`src/rtl/iff_pkg.sv`:
```
package iff_pkg;

  typedef enum logic [2:0] {
    ST_IDLE,
    ST_DIV,
    ST_DIGIT,
    ST_SEP,
    ST_LEN,
    ST_PAD,
    ST_EMIT
  } state_e;

  localparam logic [1:0] RADIX_BIN = 2'd0;
  localparam logic [1:0] RADIX_OCT = 2'd1;
  localparam logic [1:0] RADIX_DEC = 2'd2;
  localparam logic [1:0] RADIX_HEX = 2'd3;

  localparam logic [1:0] SIGN_NONE  = 2'd0;
  localparam logic [1:0] SIGN_PLUS  = 2'd1;
  localparam logic [1:0] SIGN_SPACE = 2'd2;

  localparam logic [1:0] SEP_NONE  = 2'd0;
  localparam logic [1:0] SEP_APOS  = 2'd1;
  localparam logic [1:0] SEP_COMMA = 2'd2;
  localparam logic [1:0] SEP_UNDER = 2'd3;

  localparam logic [7:0] CH_NUL   = 8'h00;
  localparam logic [7:0] CH_SPACE = 8'h20;
  localparam logic [7:0] CH_APOS  = 8'h27;
  localparam logic [7:0] CH_PLUS  = 8'h2B;
  localparam logic [7:0] CH_COMMA = 8'h2C;
  localparam logic [7:0] CH_MINUS = 8'h2D;
  localparam logic [7:0] CH_ZERO  = 8'h30;
  localparam logic [7:0] CH_UPPER_A = 8'h41;
  localparam logic [7:0] CH_UNDER = 8'h5F;
  localparam logic [7:0] CH_LOWER_A = 8'h61;

  localparam logic [3:0] DEC_BASE = 4'd10;

  function automatic logic [7:0] digit_char(input logic [3:0] d, input logic upper);
    logic [7:0] c;
    if (d >= DEC_BASE) begin
      c = (upper ? CH_UPPER_A : CH_LOWER_A) + {4'b0, d - DEC_BASE};
    end else begin
      c = CH_ZERO + {4'b0, d};
    end
    return c;
  endfunction

  function automatic logic [7:0] sep_char(input logic [1:0] s);
    logic [7:0] c;
    case (s)
      SEP_APOS:  c = CH_APOS;
      SEP_COMMA: c = CH_COMMA;
      SEP_UNDER: c = CH_UNDER;
      default:   c = CH_NUL;
    endcase
    return c;
  endfunction

endpackage

```
`src/rtl/iff_ram.sv`:
```
module iff_ram #(
  parameter int WIDTH = 8,
  parameter int DEPTH = 48
) (
  input  logic                     clk_i,
  input  logic                     we_i,
  input  logic [$clog2(DEPTH)-1:0] waddr_i,
  input  logic [WIDTH-1:0]         wdata_i,
  input  logic [$clog2(DEPTH)-1:0] raddr_i,
  output logic [WIDTH-1:0]         rdata_o
);

  logic [WIDTH-1:0] mem_q [DEPTH];
  logic [WIDTH-1:0] rdata_q;

  always_ff @(posedge clk_i) begin
    if (we_i) begin
      mem_q[waddr_i] <= wdata_i;
    end
    rdata_q <= mem_q[raddr_i];
  end

  assign rdata_o = rdata_q;

endmodule

```
`src/rtl/integer_field_formatter.sv`:
```
// Channel  Direction  Handshake                Payload
// in       input      in_valid_i / in_stall_o  value_i .. group_sep_i (one request)
// out      output     out_valid_o / out_stall_i out_char_o, last_o, field_count_o
//
// Binary, octal and hex write one digit per ST_DIGIT state; decimal first runs a
// bit-serial division by ten in ST_DIV for each digit. Each separator takes an
// ST_SEP state. ST_LEN and ST_PAD set up the field, then pad and sign characters
// are emitted directly and digit characters via a registered read of the digit RAM.
// A new request is taken once the last character sits in the output register.
// Reset clears the state machine, counters and output valid; no RAM clearing.
module integer_field_formatter #(
  parameter int MAX_FIELD  = 64,
  parameter int VALUE_BITS = 32
) (
  input  logic                  clk_i,
  input  logic                  rst_ni,
  input  logic                  in_valid_i,
  output logic                  in_stall_o,
  input  logic [VALUE_BITS-1:0] value_i,
  input  logic                  is_long_i,
  input  logic                  is_signed_i,
  input  logic [1:0]            radix_sel_i,
  input  logic                  upper_hex_i,
  input  logic [6:0]            field_width_i,
  input  logic signed [7:0]     precision_i,
  input  logic                  zero_pad_i,
  input  logic [1:0]            sign_mode_i,
  input  logic                  left_justify_i,
  input  logic [1:0]            group_sep_i,
  output logic                  out_valid_o,
  input  logic                  out_stall_i,
  output logic [7:0]            out_char_o,
  output logic                  last_o,
  output logic [6:0]            field_count_o
);

  import iff_pkg::*;

  localparam int STORE_DEPTH = VALUE_BITS + VALUE_BITS / 2;
  localparam int AW    = $clog2(STORE_DEPTH);
  localparam int NW    = $clog2(STORE_DEPTH + 1);
  localparam int BW    = $clog2(VALUE_BITS);
  localparam int CNT_W = $clog2(MAX_FIELD + STORE_DEPTH + 130);

  state_e state_q, state_d;

  logic [VALUE_BITS-1:0] mag_q, mag_d;
  logic [3:0]            rem_q, rem_d;
  logic [BW-1:0]         bc_q, bc_d;
  logic [1:0]            grp_q, grp_d;
  logic [NW-1:0]         n_q, n_d;
  logic [NW-1:0]         rd_q, rd_d;
  logic                  rd_ok_q, rd_ok_d;
  logic [CNT_W-1:0]      pad_left_q, pad_left_d;
  logic [CNT_W-1:0]      data_left_q, data_left_d;
  logic [CNT_W-1:0]      cnt_q, cnt_d;
  logic [7:0]            sign_q, sign_d;

  logic       neg_q, upper_q, zpad_q, lj_q;
  logic [1:0] radix_q, smode_q, sep_q;
  logic [6:0] fw_q;
  logic [7:0] prec_q;

  logic       out_valid_q, out_valid_d;
  logic [7:0] out_char_q, out_char_d;
  logic       out_last_q, out_last_d;
  logic [6:0] out_count_q, out_count_d;

  logic                  accept;
  logic [VALUE_BITS-1:0] in_masked, in_mask, in_mag;
  logic                  in_neg;

  logic                  ram_we;
  logic [AW-1:0]         ram_waddr;
  logic [7:0]            ram_wdata;
  logic [NW-1:0]         raddr_full;
  logic [7:0]            ram_rdata;

  logic [4:0]            div_t;
  logic                  div_ge;
  logic [3:0]            dig;
  logic [VALUE_BITS-1:0] mag_nx;
  logic [CNT_W-1:0]      len;

  logic       emit_sign, emit_pad, emit_digit, out_free, load;
  logic [CNT_W-1:0] pad_after, data_after;

  assign accept     = in_valid_i && !in_stall_o;
  assign in_stall_o = (state_q != ST_IDLE);

  assign in_mask   = is_long_i ? '1 : VALUE_BITS'(16'hFFFF);
  assign in_masked = value_i & in_mask;
  assign in_neg    = is_signed_i && (is_long_i ? value_i[VALUE_BITS-1] : value_i[15]);
  assign in_mag    = in_neg ? (((~in_masked) + VALUE_BITS'(1)) & in_mask) : in_masked;

  assign div_t  = {rem_q, mag_q[VALUE_BITS-1]};
  assign div_ge = (div_t >= {1'b0, DEC_BASE});

  always_comb begin
    case (radix_q)
      RADIX_BIN: begin
        dig    = {3'b0, mag_q[0]};
        mag_nx = mag_q >> 1;
      end
      RADIX_OCT: begin
        dig    = {1'b0, mag_q[2:0]};
        mag_nx = mag_q >> 3;
      end
      RADIX_HEX: begin
        dig    = mag_q[3:0];
        mag_nx = mag_q >> 4;
      end
      default: begin
        dig    = rem_q;
        mag_nx = mag_q;
      end
    endcase
  end

  always_comb begin
    len = CNT_W'(n_q) + CNT_W'(sign_d != CH_NUL);
    if (!prec_q[7] && (len > CNT_W'(prec_q[6:0]))) begin
      len = CNT_W'(prec_q[6:0]);
    end
  end

  assign out_free = !out_valid_q || !out_stall_i;

  always_comb begin
    emit_sign  = 1'b0;
    emit_pad   = 1'b0;
    emit_digit = 1'b0;
    if (!lj_q && (pad_left_q != '0)) begin
      if ((data_left_q != '0) && (sign_q != CH_NUL) && zpad_q) begin
        emit_sign = 1'b1;
      end else begin
        emit_pad = 1'b1;
      end
    end else if (data_left_q != '0) begin
      if (sign_q != CH_NUL) begin
        emit_sign = 1'b1;
      end else begin
        emit_digit = 1'b1;
      end
    end else begin
      emit_pad = 1'b1;
    end
  end

  assign pad_after  = emit_pad ? pad_left_q - CNT_W'(1) : pad_left_q;
  assign data_after = emit_pad ? data_left_q : data_left_q - CNT_W'(1);
  assign load = (state_q == ST_EMIT) && out_free && !(emit_digit && !rd_ok_q);

  always_comb begin
    state_d     = state_q;
    mag_d       = mag_q;
    rem_d       = rem_q;
    bc_d        = bc_q;
    grp_d       = grp_q;
    n_d         = n_q;
    rd_d        = rd_q;
    rd_ok_d     = 1'b1;
    pad_left_d  = pad_left_q;
    data_left_d = data_left_q;
    cnt_d       = cnt_q;
    sign_d      = sign_q;
    ram_we      = 1'b0;
    ram_waddr   = n_q[AW-1:0];
    ram_wdata   = digit_char(dig, upper_q);
    out_valid_d = out_valid_q && out_stall_i;
    out_char_d  = out_char_q;
    out_last_d  = out_last_q;
    out_count_d = out_count_q;

    unique case (state_q)
      ST_IDLE: begin
        if (accept) begin
          mag_d   = in_mag;
          rem_d   = '0;
          bc_d    = '0;
          grp_d   = '0;
          n_d     = '0;
          state_d = (radix_sel_i == RADIX_DEC) ? ST_DIV : ST_DIGIT;
        end
      end
      ST_DIV: begin
        rem_d = div_ge ? 4'(div_t - {1'b0, DEC_BASE}) : div_t[3:0];
        mag_d = {mag_q[VALUE_BITS-2:0], div_ge};
        bc_d  = bc_q + BW'(1);
        if (bc_q == BW'(VALUE_BITS - 1)) begin
          state_d = ST_DIGIT;
        end
      end
      ST_DIGIT: begin
        if (n_q < NW'(STORE_DEPTH)) begin
          ram_we = 1'b1;
          n_d    = n_q + NW'(1);
        end
        mag_d = mag_nx;
        rem_d = '0;
        bc_d  = '0;
        if (mag_nx == '0) begin
          state_d = ST_LEN;
        end else if ((sep_q != SEP_NONE) && (grp_q == 2'd2)) begin
          grp_d   = '0;
          state_d = ST_SEP;
        end else begin
          if (sep_q != SEP_NONE) begin
            grp_d = grp_q + 2'd1;
          end
          state_d = (radix_q == RADIX_DEC) ? ST_DIV : ST_DIGIT;
        end
      end
      ST_SEP: begin
        ram_wdata = sep_char(sep_q);
        if (n_q < NW'(STORE_DEPTH)) begin
          ram_we = 1'b1;
          n_d    = n_q + NW'(1);
        end
        state_d = (radix_q == RADIX_DEC) ? ST_DIV : ST_DIGIT;
      end
      ST_LEN: begin
        if (neg_q) begin
          sign_d = CH_MINUS;
        end else if (smode_q == SIGN_PLUS) begin
          sign_d = CH_PLUS;
        end else if (smode_q == SIGN_SPACE) begin
          sign_d = CH_SPACE;
        end else begin
          sign_d = CH_NUL;
        end
        data_left_d = len;
        cnt_d = (int'(fw_q) > MAX_FIELD) ? CNT_W'(MAX_FIELD) : CNT_W'(fw_q);
        state_d = ST_PAD;
      end
      ST_PAD: begin
        if (cnt_q > data_left_q) begin
          pad_left_d = cnt_q - data_left_q;
        end else begin
          pad_left_d = '0;
          cnt_d      = data_left_q;
        end
        rd_d    = '0;
        rd_ok_d = 1'b0;
        state_d = ((cnt_q == '0) && (data_left_q == '0)) ? ST_IDLE : ST_EMIT;
      end
      ST_EMIT: begin
        rd_ok_d = rd_ok_q;
        if (load) begin
          out_valid_d = 1'b1;
          out_last_d  = (pad_after == '0) && (data_after == '0);
          out_count_d = cnt_q[6:0];
          pad_left_d  = pad_after;
          data_left_d = data_after;
          if (emit_pad) begin
            out_char_d = zpad_q ? CH_ZERO : CH_SPACE;
          end else if (emit_sign) begin
            out_char_d = sign_q;
            sign_d     = CH_NUL;
          end else begin
            out_char_d = ram_rdata;
            rd_d       = rd_q + NW'(1);
            rd_ok_d    = 1'b0;
          end
          if ((pad_after == '0) && (data_after == '0)) begin
            state_d = ST_IDLE;
          end
        end else begin
          rd_ok_d = 1'b1;
        end
      end
      default: state_d = ST_IDLE;
    endcase
  end

  assign raddr_full = n_q - NW'(1) - rd_q;

  iff_ram #(
    .WIDTH(8),
    .DEPTH(STORE_DEPTH)
  ) u_digit_ram (
    .clk_i  (clk_i),
    .we_i   (ram_we),
    .waddr_i(ram_waddr),
    .wdata_i(ram_wdata),
    .raddr_i(raddr_full[AW-1:0]),
    .rdata_o(ram_rdata)
  );

  always_ff @(posedge clk_i or negedge rst_ni) begin
    if (!rst_ni) begin
      state_q     <= ST_IDLE;
      out_valid_q <= 1'b0;
      bc_q        <= '0;
      grp_q       <= '0;
      n_q         <= '0;
      rd_q        <= '0;
      rd_ok_q     <= 1'b0;
      pad_left_q  <= '0;
      data_left_q <= '0;
      cnt_q       <= '0;
      sign_q      <= CH_NUL;
    end else begin
      state_q     <= state_d;
      out_valid_q <= out_valid_d;
      bc_q        <= bc_d;
      grp_q       <= grp_d;
      n_q         <= n_d;
      rd_q        <= rd_d;
      rd_ok_q     <= rd_ok_d;
      pad_left_q  <= pad_left_d;
      data_left_q <= data_left_d;
      cnt_q       <= cnt_d;
      sign_q      <= sign_d;
    end
  end

  always_ff @(posedge clk_i) begin
    mag_q       <= mag_d;
    rem_q       <= rem_d;
    out_char_q  <= out_char_d;
    out_last_q  <= out_last_d;
    out_count_q <= out_count_d;
    if (accept) begin
      neg_q   <= in_neg;
      upper_q <= upper_hex_i;
      zpad_q  <= zero_pad_i;
      lj_q    <= left_justify_i;
      radix_q <= radix_sel_i;
      smode_q <= sign_mode_i;
      sep_q   <= group_sep_i;
      fw_q    <= field_width_i;
      prec_q  <= precision_i;
    end
  end

  assign out_valid_o   = out_valid_q;
  assign out_char_o    = out_char_q;
  assign last_o        = out_last_q;
  assign field_count_o = out_count_q;

  a_emit_has_work: assert property (@(posedge clk_i) disable iff (!rst_ni)
    state_q == ST_EMIT |-> (pad_left_q != '0) || (data_left_q != '0))
    else $error("emission running with nothing left");

  a_store_in_range: assert property (@(posedge clk_i) disable iff (!rst_ni)
    ram_we |-> (n_q < NW'(STORE_DEPTH)))
    else $error("digit store write beyond depth");

  a_read_written: assert property (@(posedge clk_i) disable iff (!rst_ni)
    (state_q == ST_EMIT) && emit_digit |-> (rd_q < n_q))
    else $error("digit read beyond stored digits");

endmodule
```
`config.mk`:
```
export PLATFORM = sky130hd
export DESIGN_NAME = integer_field_formatter
export DESIGN_NICKNAME = d
export VERILOG_FILES = /design/src/rtl/iff_pkg.sv /design/src/rtl/iff_ram.sv /design/src/rtl/integer_field_formatter.sv
export SDC_FILE = /design/constraint.sdc
export NUM_CORES = 1
export LEC_CHECK = 0
export ABC_CLOCK_PERIOD_IN_PS = 5630
export BUFFER_PORTS_ARGS = -buffer_cell sky130_fd_sc_hd__buf_2
export CAP_MARGIN = 30
export CORE_ASPECT_RATIO = 1.75
export CORE_MARGIN = 2
export CORE_UTILIZATION = 23
export DETAILED_ROUTE_END_ITERATION = 10
export PLACE_DENSITY = 0.46
export SLEW_MARGIN = 10
export SYNTH_ARGS = -nofsm -noshare
export SYNTH_HDL_FRONTEND = slang
export SYNTH_HIERARCHICAL = 1
export SYNTH_SLANG_ARGS = --single-unit
```
`constraint.sdc`:
```
create_clock -name clk_i -period 5.63 [get_ports clk_i]
set_clock_uncertainty 0.05 [all_clocks]
set_input_delay 0.563 -clock clk_i [delete_from_list [all_inputs] [get_ports clk_i]]
set_output_delay 0.563 -clock clk_i [all_outputs]
set_load 0.1 [all_outputs]
```
* Word-level counts from Yosys, hierarchy flattened *
Memory sizes are Yosys's and may differ from the RTL's. A register that Yosys moved wholly into a read port is not among the register bits.
Index checks and enable logic that the tools add are counted.
W data, S select, Z words.

cells by class
  $lt $le $gt $ge = 6
  equal/unequal tests = 29
  bitwise gates (word level) = 3
  reductions and logical operators = 51
  multiplexer cells = 79
  $add $sub $neg = 15

operators with widths
  operator                 count
  $pmux W32 S3             2
  $mux W8                  13
  $mux W32                 3
  $and A32 B32 Y32         2
  $pmux W8 S2              4
  $mux W6                  9
  $add A32 B1 Y32 const B  1
  $logic_not A32 Y1        1
  $logic_not A8 Y1         4
  $not A32 Y32             1
  $reduce_bool A8 Y1       4
  $pmux W4 S3              2
  $pmux W6 S2              2
  $pmux W3 S7              1
  $pmux W7 S3              1
  $mux W1                  20
  $mux W3                  6
  $sub A8 B1 Y8 const B    2
  $pmux W5 S3              1
  $eq A2 B2 Y1 const B     7
  $mux W2                  7
  $mux W7                  2
  $ne A2 B2 Y1 const B     7
  $logic_and A1 B1 Y1      13
  37 further kinds         68

storage, ports and cells
  memories kept = 1
  output and inout port bits = 18
  logic and storage cells = 209
  memory bits (writable) = 384
  input bits = 62
  flip-flop bits (word level) = 133

memory list
  memory             depth  width  read ports  clocked after Yosys merged registers in  write ports  line           source
  u_digit_ram.mem_q  48     8      1           1                                        1            iff_ram.sv:13  logic [WIDTH-1:0] mem_q [DEPTH];

* Depth between registers and ports, before layout *
  depth after elaboration = 15
  mapped depth = 22
  depth with buffers taken out = 21

* Modules after synthesis *
The synthesis kept the hierarchy.

modules (own cells, without submodules)
  module                   cells each  area an instance (um^2)  sequential area each (um^2)  times used
  iff_ram                  790         15329.7                  11691.2                      1
  integer_field_formatter  911         9021.2                   3713.6                       1

* Least setup slack after synthesis *
OpenSTA, ideal clock, no wires.

  path kind = flip-flop to flip-flop
  start point = reg data_left_q[0]
  end point = reg data_left_q[5]
  path slack = 0.654 ns
  arrival time = 4.807 ns
  library setup time = 0.118 ns
  stages on the path, launching flop included = 23
  period minus slack after synthesis = 4.976 ns
  required time = 5.462 ns
  buffers on the path = 1
  cells stage by stage = dfrtp_1 clkbuf_1 inv_1 ha_1 nor4b_2 and2_0 nor4_1 o21ai_0 and2_2 o21ai_1 nand2_1 nand2_1 ha_1 ha_1 xor2_1 ha_1 and4_1 a41oi_1 o21ai_0 a21oi_1 mux2_2 o22a_1 a21o_1

between the ends
  longest elaborated chain between the ends = 15
  elaborated cells on any way between the ends = 29
  those cells by class = 2 x add/sub; 1 x order compare; 1 x eq/ne; 16 x mux; 9 x reduce/logical

RTL lines
  what                               line                                                            source
  from (decl)                        integer_field_formatter.sv:55                                   logic [CNT_W-1:0] data_left_q, data_left_d;
  from (signal assigned)             integer_field_formatter.sv:312                                  data_left_q <= data_left_d;
  $reduce_bool A8 Y1                 integer_field_formatter.sv:134, integer_field_formatter.sv:139
  $logic_and A1 B1 Y1 (2 in series)  integer_field_formatter.sv:134                                  if ((data_left_q != '0) && (sign_q != CH_NUL) && zpad_q) begin
  $mux W1                            integer_field_formatter.sv:134
  $mux W1                            integer_field_formatter.sv:133                                  if (!lj_q && (pad_left_q != '0)) begin
  $mux W8                            integer_field_formatter.sv:257                                  end else if (emit_sign) begin
  $mux W8                            integer_field_formatter.sv:255                                  if (emit_pad) begin
  $mux W8                            integer_field_formatter.sv:249                                  if (load) begin
  $pmux W8 S2                        integer_field_formatter.sv:175                                  unique case (state_q)
  $reduce_bool A8 Y1                 integer_field_formatter.sv:121                                  len = CNT_W'(n_q) + CNT_W'(sign_d != CH_NUL);
  $add A6 B1 Y7                      integer_field_formatter.sv:121
  $gt A7 B7 Y1                       integer_field_formatter.sv:122                                  if (!prec_q[7] && (len > CNT_W'(prec_q[6:0]))) begin
  $logic_and A1 B1 Y1                integer_field_formatter.sv:122
  $mux W7                            integer_field_formatter.sv:122
  $pmux W8 S2                        integer_field_formatter.sv:175

Several ways; a longest one is shown, not always the timed one. The select of a mux whose other input is x is not followed.
A chain may end at the register's enable or synchronous reset.

* Final worst setup path *
  start point = reg pad_left_q[2]
  end point = reg data_left_q[1]

between the ends
  longest elaborated chain between the ends = 14
  elaborated cells on any way between the ends = 22
  those cells by class = 1 x add/sub; 1 x order compare; 1 x eq/ne; 11 x mux; 8 x reduce/logical

RTL lines
  what                    line                            source
  from (decl)             integer_field_formatter.sv:54   logic [CNT_W-1:0] pad_left_q, pad_left_d;
  from (signal assigned)  integer_field_formatter.sv:311  pad_left_q <= pad_left_d;
  $reduce_bool A8 Y1 *    integer_field_formatter.sv:133
  $logic_and A1 B1 Y1 *   integer_field_formatter.sv:133
  $mux W1                 integer_field_formatter.sv:133
  $logic_and A1 B1 Y1     integer_field_formatter.sv:152  assign load = (state_q == ST_EMIT) && out_free && !(emit_digit && !rd_ok_q);
  $logic_not A1 Y1        integer_field_formatter.sv:152
  $logic_and A1 B1 Y1     integer_field_formatter.sv:152
  $mux W8                 integer_field_formatter.sv:249
  $pmux W8 S2             integer_field_formatter.sv:175
  $reduce_bool A8 Y1      integer_field_formatter.sv:121
  $add A6 B1 Y7           integer_field_formatter.sv:121
  $gt A7 B7 Y1            integer_field_formatter.sv:122
  $logic_and A1 B1 Y1     integer_field_formatter.sv:122
  $mux W7                 integer_field_formatter.sv:122
  $pmux W8 S2             integer_field_formatter.sv:175

Mark *: on every way between the ends. The rest lies on a longest branch, timed or not. The select of a mux whose other input is x is not followed.

==> impl_metrics.csv <==
group,metric,value,unit
global_route,antenna_found_initial,2,
timing,final.min_clock_period,5.25,ns
place,gp_congestion,0.855,
floorplanning,die-width,250,µm
clock_network,cts_tree,"yes",
clock_network,cts_buffer_depth,3,
pwr,peakVddDrop,350,µV
place,dp_slack,0.349,ns
critical_path,cp_max_fo,9,
floorplanning,core_area,0.105,mm²
hold_path,holdCritPathClass,"primary input to asynchronous set/reset pin",
route,antenna_left,0,
yosys,yosys-top-cells-count,"461 x edfxtp_1, 139 x nor2_1, 138 x mux2i_1, 83 x a21oi_1, 75 x nand2_1",
timing,tightest_slew,0.945,ns
job,maxCapViolations,0,
yosys,synth_area_per_cell,14.3,µm²
layout,regArea,0.0154,mm²
pwr,p_sw,8.00,mW
yosys,yosysWarnings,6,
pwr,intPower,10.7,mW
route,wl_per_cell,20.5,µm
timing,hold_viol,0,
yosys,syn_area,0.0244,mm²
critical_path,reg2reg_slack,0.38,ns
yosys,syn-instance-count,1701,
critical_path,worstSetupEndpointType,"flop",
run_status,status,"complete, no violations",
critical_path,r2r-start,"pad_left_q[2]",
yosys,yosysMostFrequentCell,"edfxtp_1",
layout,multi_input_area,0.00856,mm²
clock_network,cts_buffers,51,
floorplanning,rows,157,
yosys,synth_top_area_share,56.8,%
route,drc,0,
clock_network,clk_pin_slew,0.06,ns
pwr,p_clk_share,18.0,%
pwr,powerDensity,661,mW/mm²
layout,layout-drive-gt1-share,17.1,%
layout,syn_to_final_growth,16.3,%
global_route,grt_pass1_wl,99200,µm
clock_network,ctsHoldBuffers,0,
floorplanning,die_area,0.109,mm²
timing,setup_tns,0,ns
route,first_pass_iters,5,
layout,fin_util,27.0,%
global_route,grt_pass1_vias,15734,
critical_path,cp_data_arrival_time,5.71,ns
pwr,p_seq_share,31.4,%
pwr,swShare,42.8,%
critical_path,critPathLaunchType,"flop",
global_route,track_usage,12.1,%
route,vias_per_cell,4.61,
clock_network,cts_setup_buffers,0,
place,io_buffers,79,
timing,fmax,190,MHz
yosys,synth_cell_type_count,83,
critical_path,rr_worst_depth,20,
timing,finalHoldWorstSlack,0.0392,ns
clock_network,clock-sinks,525,
layout,fin_nets,1942,
timing,rsz0062_at_grt,"no",
route,wirelength,66400,µm
timing,setup_viol,0,
global_route,overflow,0,
clock_network,ctsRootBufferMaster,"clkbuf_16",
timing,setup_ws,0.376,ns
timing,fin_crit_sh,93.3,%
place,place_area,0.0267,mm²
clock_network,cts_htree_levels,2,
place,hpwl,48100,µm
yosys,synth-edff-count,461,
yosys,ys_async_sr_fraction,10.7,%
critical_path,worstPathRequired,6.09,ns
route,first_iter_violations,890,
layout,stdcell_area,0.0283,mm²
pwr,leakagePower,9.80,nW
timing,relSlewSlack,36.8,%
clock_network,clk_latency,0.61,ns
critical_path,reg2reg_to,"data_left_q[1]",
critical_path,worstSetupPathType,"flop to flop",
yosys,ys_seq_area_share,63.3,%
floorplanning,io_pins,80,
pwr,combPwrFrac,50.6,%
yosys,yosys.area.top_type,"edfxtp_1",
global_route,grt_max_degree,57,
floorplanning,die_h,434,µm
timing,drv_slew,0,
route,vias,14900,
layout,fill_cells,10827,
yosys,synthTopCellsByArea,"edfxtp_1 57%, mux4_2 6.3%, dfrtp_1 5.8%, mux2i_1 5.7%, nor2_1 2.1%",
floorplanning,initial_core_util,23.2,%
yosys,synth_ff_type,"edfxtp_1",
yosys,ys_ff_latch,525,
-- cell type report --
type | count | area share (%)
diodes | 2 | 0.0177
clock buffers | 63 | 4.67
inverters | 54 | 0.716
multi-input cells | 1080 | 30.2
clock inverters | 32 | 1.01
flip-flops and latches | 525 | 54.4
repair buffers | 127 | 3.00
well taps | 1351 | 5.97
-- power groups by stage --
| stage | Combinational [mW] | Sequential, mW | Clock (mW) |
|---|---|---|---|
| after global placement | 9.36 | 5.94 | 0 |
| after floorplan | 6.25 | 5.86 | 0 |
| after CTS | 9.65 | 5.87 | 3.48 |
| final | 9.47 | 5.87 | 3.37 |
| after detailed placement | 9.62 | 5.95 | 0 |
| after global routing | 10.2 | 5.94 | 3.60 |
-- routing by layer --
layer  vias up  GRT usage [%]  share of wire [%]
li1       6887              -                  -
met1      7590           11.8                 35
met2       307           24.3                 57
met3       116           1.47                3.1
met4         0           6.37                5.0
met5         -              0                  0
-- cell usage in the layout (no fill, tap or decap), types with 48 or more instances in the layout --
cell type  synthesis  routed
edfxtp_1         461     461
mux2i_1          138     138
nor2_1           139     136
a21oi_1           83      80
buf_2             11      79
nand2_1           75      75
mux4_2            68      68
o21ai_0           68      68
a22oi_1           65      65
dfrtp_1           56      56
inv_1             54      54
clkbuf_16          0      51
conb_1             1      48
-- cell families (layout without fill, tap and decap cells) --
group	after synthesis	after routing	share of synthesized area, %
flops	525	525	63.3
compound gates	360	360	10.2
simple gates	360	360	7.12
mux	214	214	12.3
buf+inv	143	276	2.84
xor+xnor	57	57	2.05
fa+ha+maj	41	41	2.17
other cells	1	50	0.0154
-- worst max-delay path, stage by stage, from the launching register on --
cell     delay (ns)
dfrtp_1        0.47
nor2_1         0.41
a41oi_2        0.32
nor4_1         0.43
o21ai_0        0.19
and2_2         0.28
o21ai_1        0.31
nand2_1        0.13
nand2_1        0.09
ha_1           0.17
ha_1           0.21
xor2_1         0.27
ha_1           0.30
and4_1         0.21
a41oi_1        0.20
o21ai_0        0.11
a21oi_1        0.20
buf_4          0.20
mux2i_1        0.28
a22oi_1        0.10
o22a_1         0.21
-- timing repair --
item | 4_1_cts | 5_1_grt
hold endpoints to repair | 0 | 0
setup endpoints to repair | 0 | 5
gates resized for setup | 0 | 1
-- how the worst max path moves through the flow --
| stage | from | end | slack (ns) | cells past startpoint |
|---|---|---|---|---|
| finish | pad_left_q[2] | data_left_q[1] | 0.38 | 20 |
| global placement | pad_left_q[0] | data_left_q[1] | 0.42 | 21 |
| detailed placement | pad_left_q[0] | data_left_q[0] | 0.35 | 21 |
| floorplan | data_left_q[0] | data_left_q[5] | 0.65 | 22 |
| CTS | pad_left_q[0] | data_left_q[0] | 0.32 | 21 |
| global route | pad_left_q[0] | data_left_q[0] | 0.01 | 20 |
-- per-stage QoR --
stage                     power [mW]  cells
after floorplan                 12.1   1748
after global placement          15.3   3126
after detailed placement        15.6   3134
after CTS                       19.0   3229
after global routing            19.7   3233
final                           18.7   3234
-- flip-flops by register name (all words and copies together) (netlist names), 7 cells and up --
name and count:
field_count_o 7, u_digit_ram/mem_q 384, cnt_q 8, sign_q 8, fw_q 7, data_left_q 8, out_char_o 8, pad_left_q 8
u_digit_ram/rdata_o 8, mag_q 32, prec_q 8
Power figures use the tool's default switching activity.
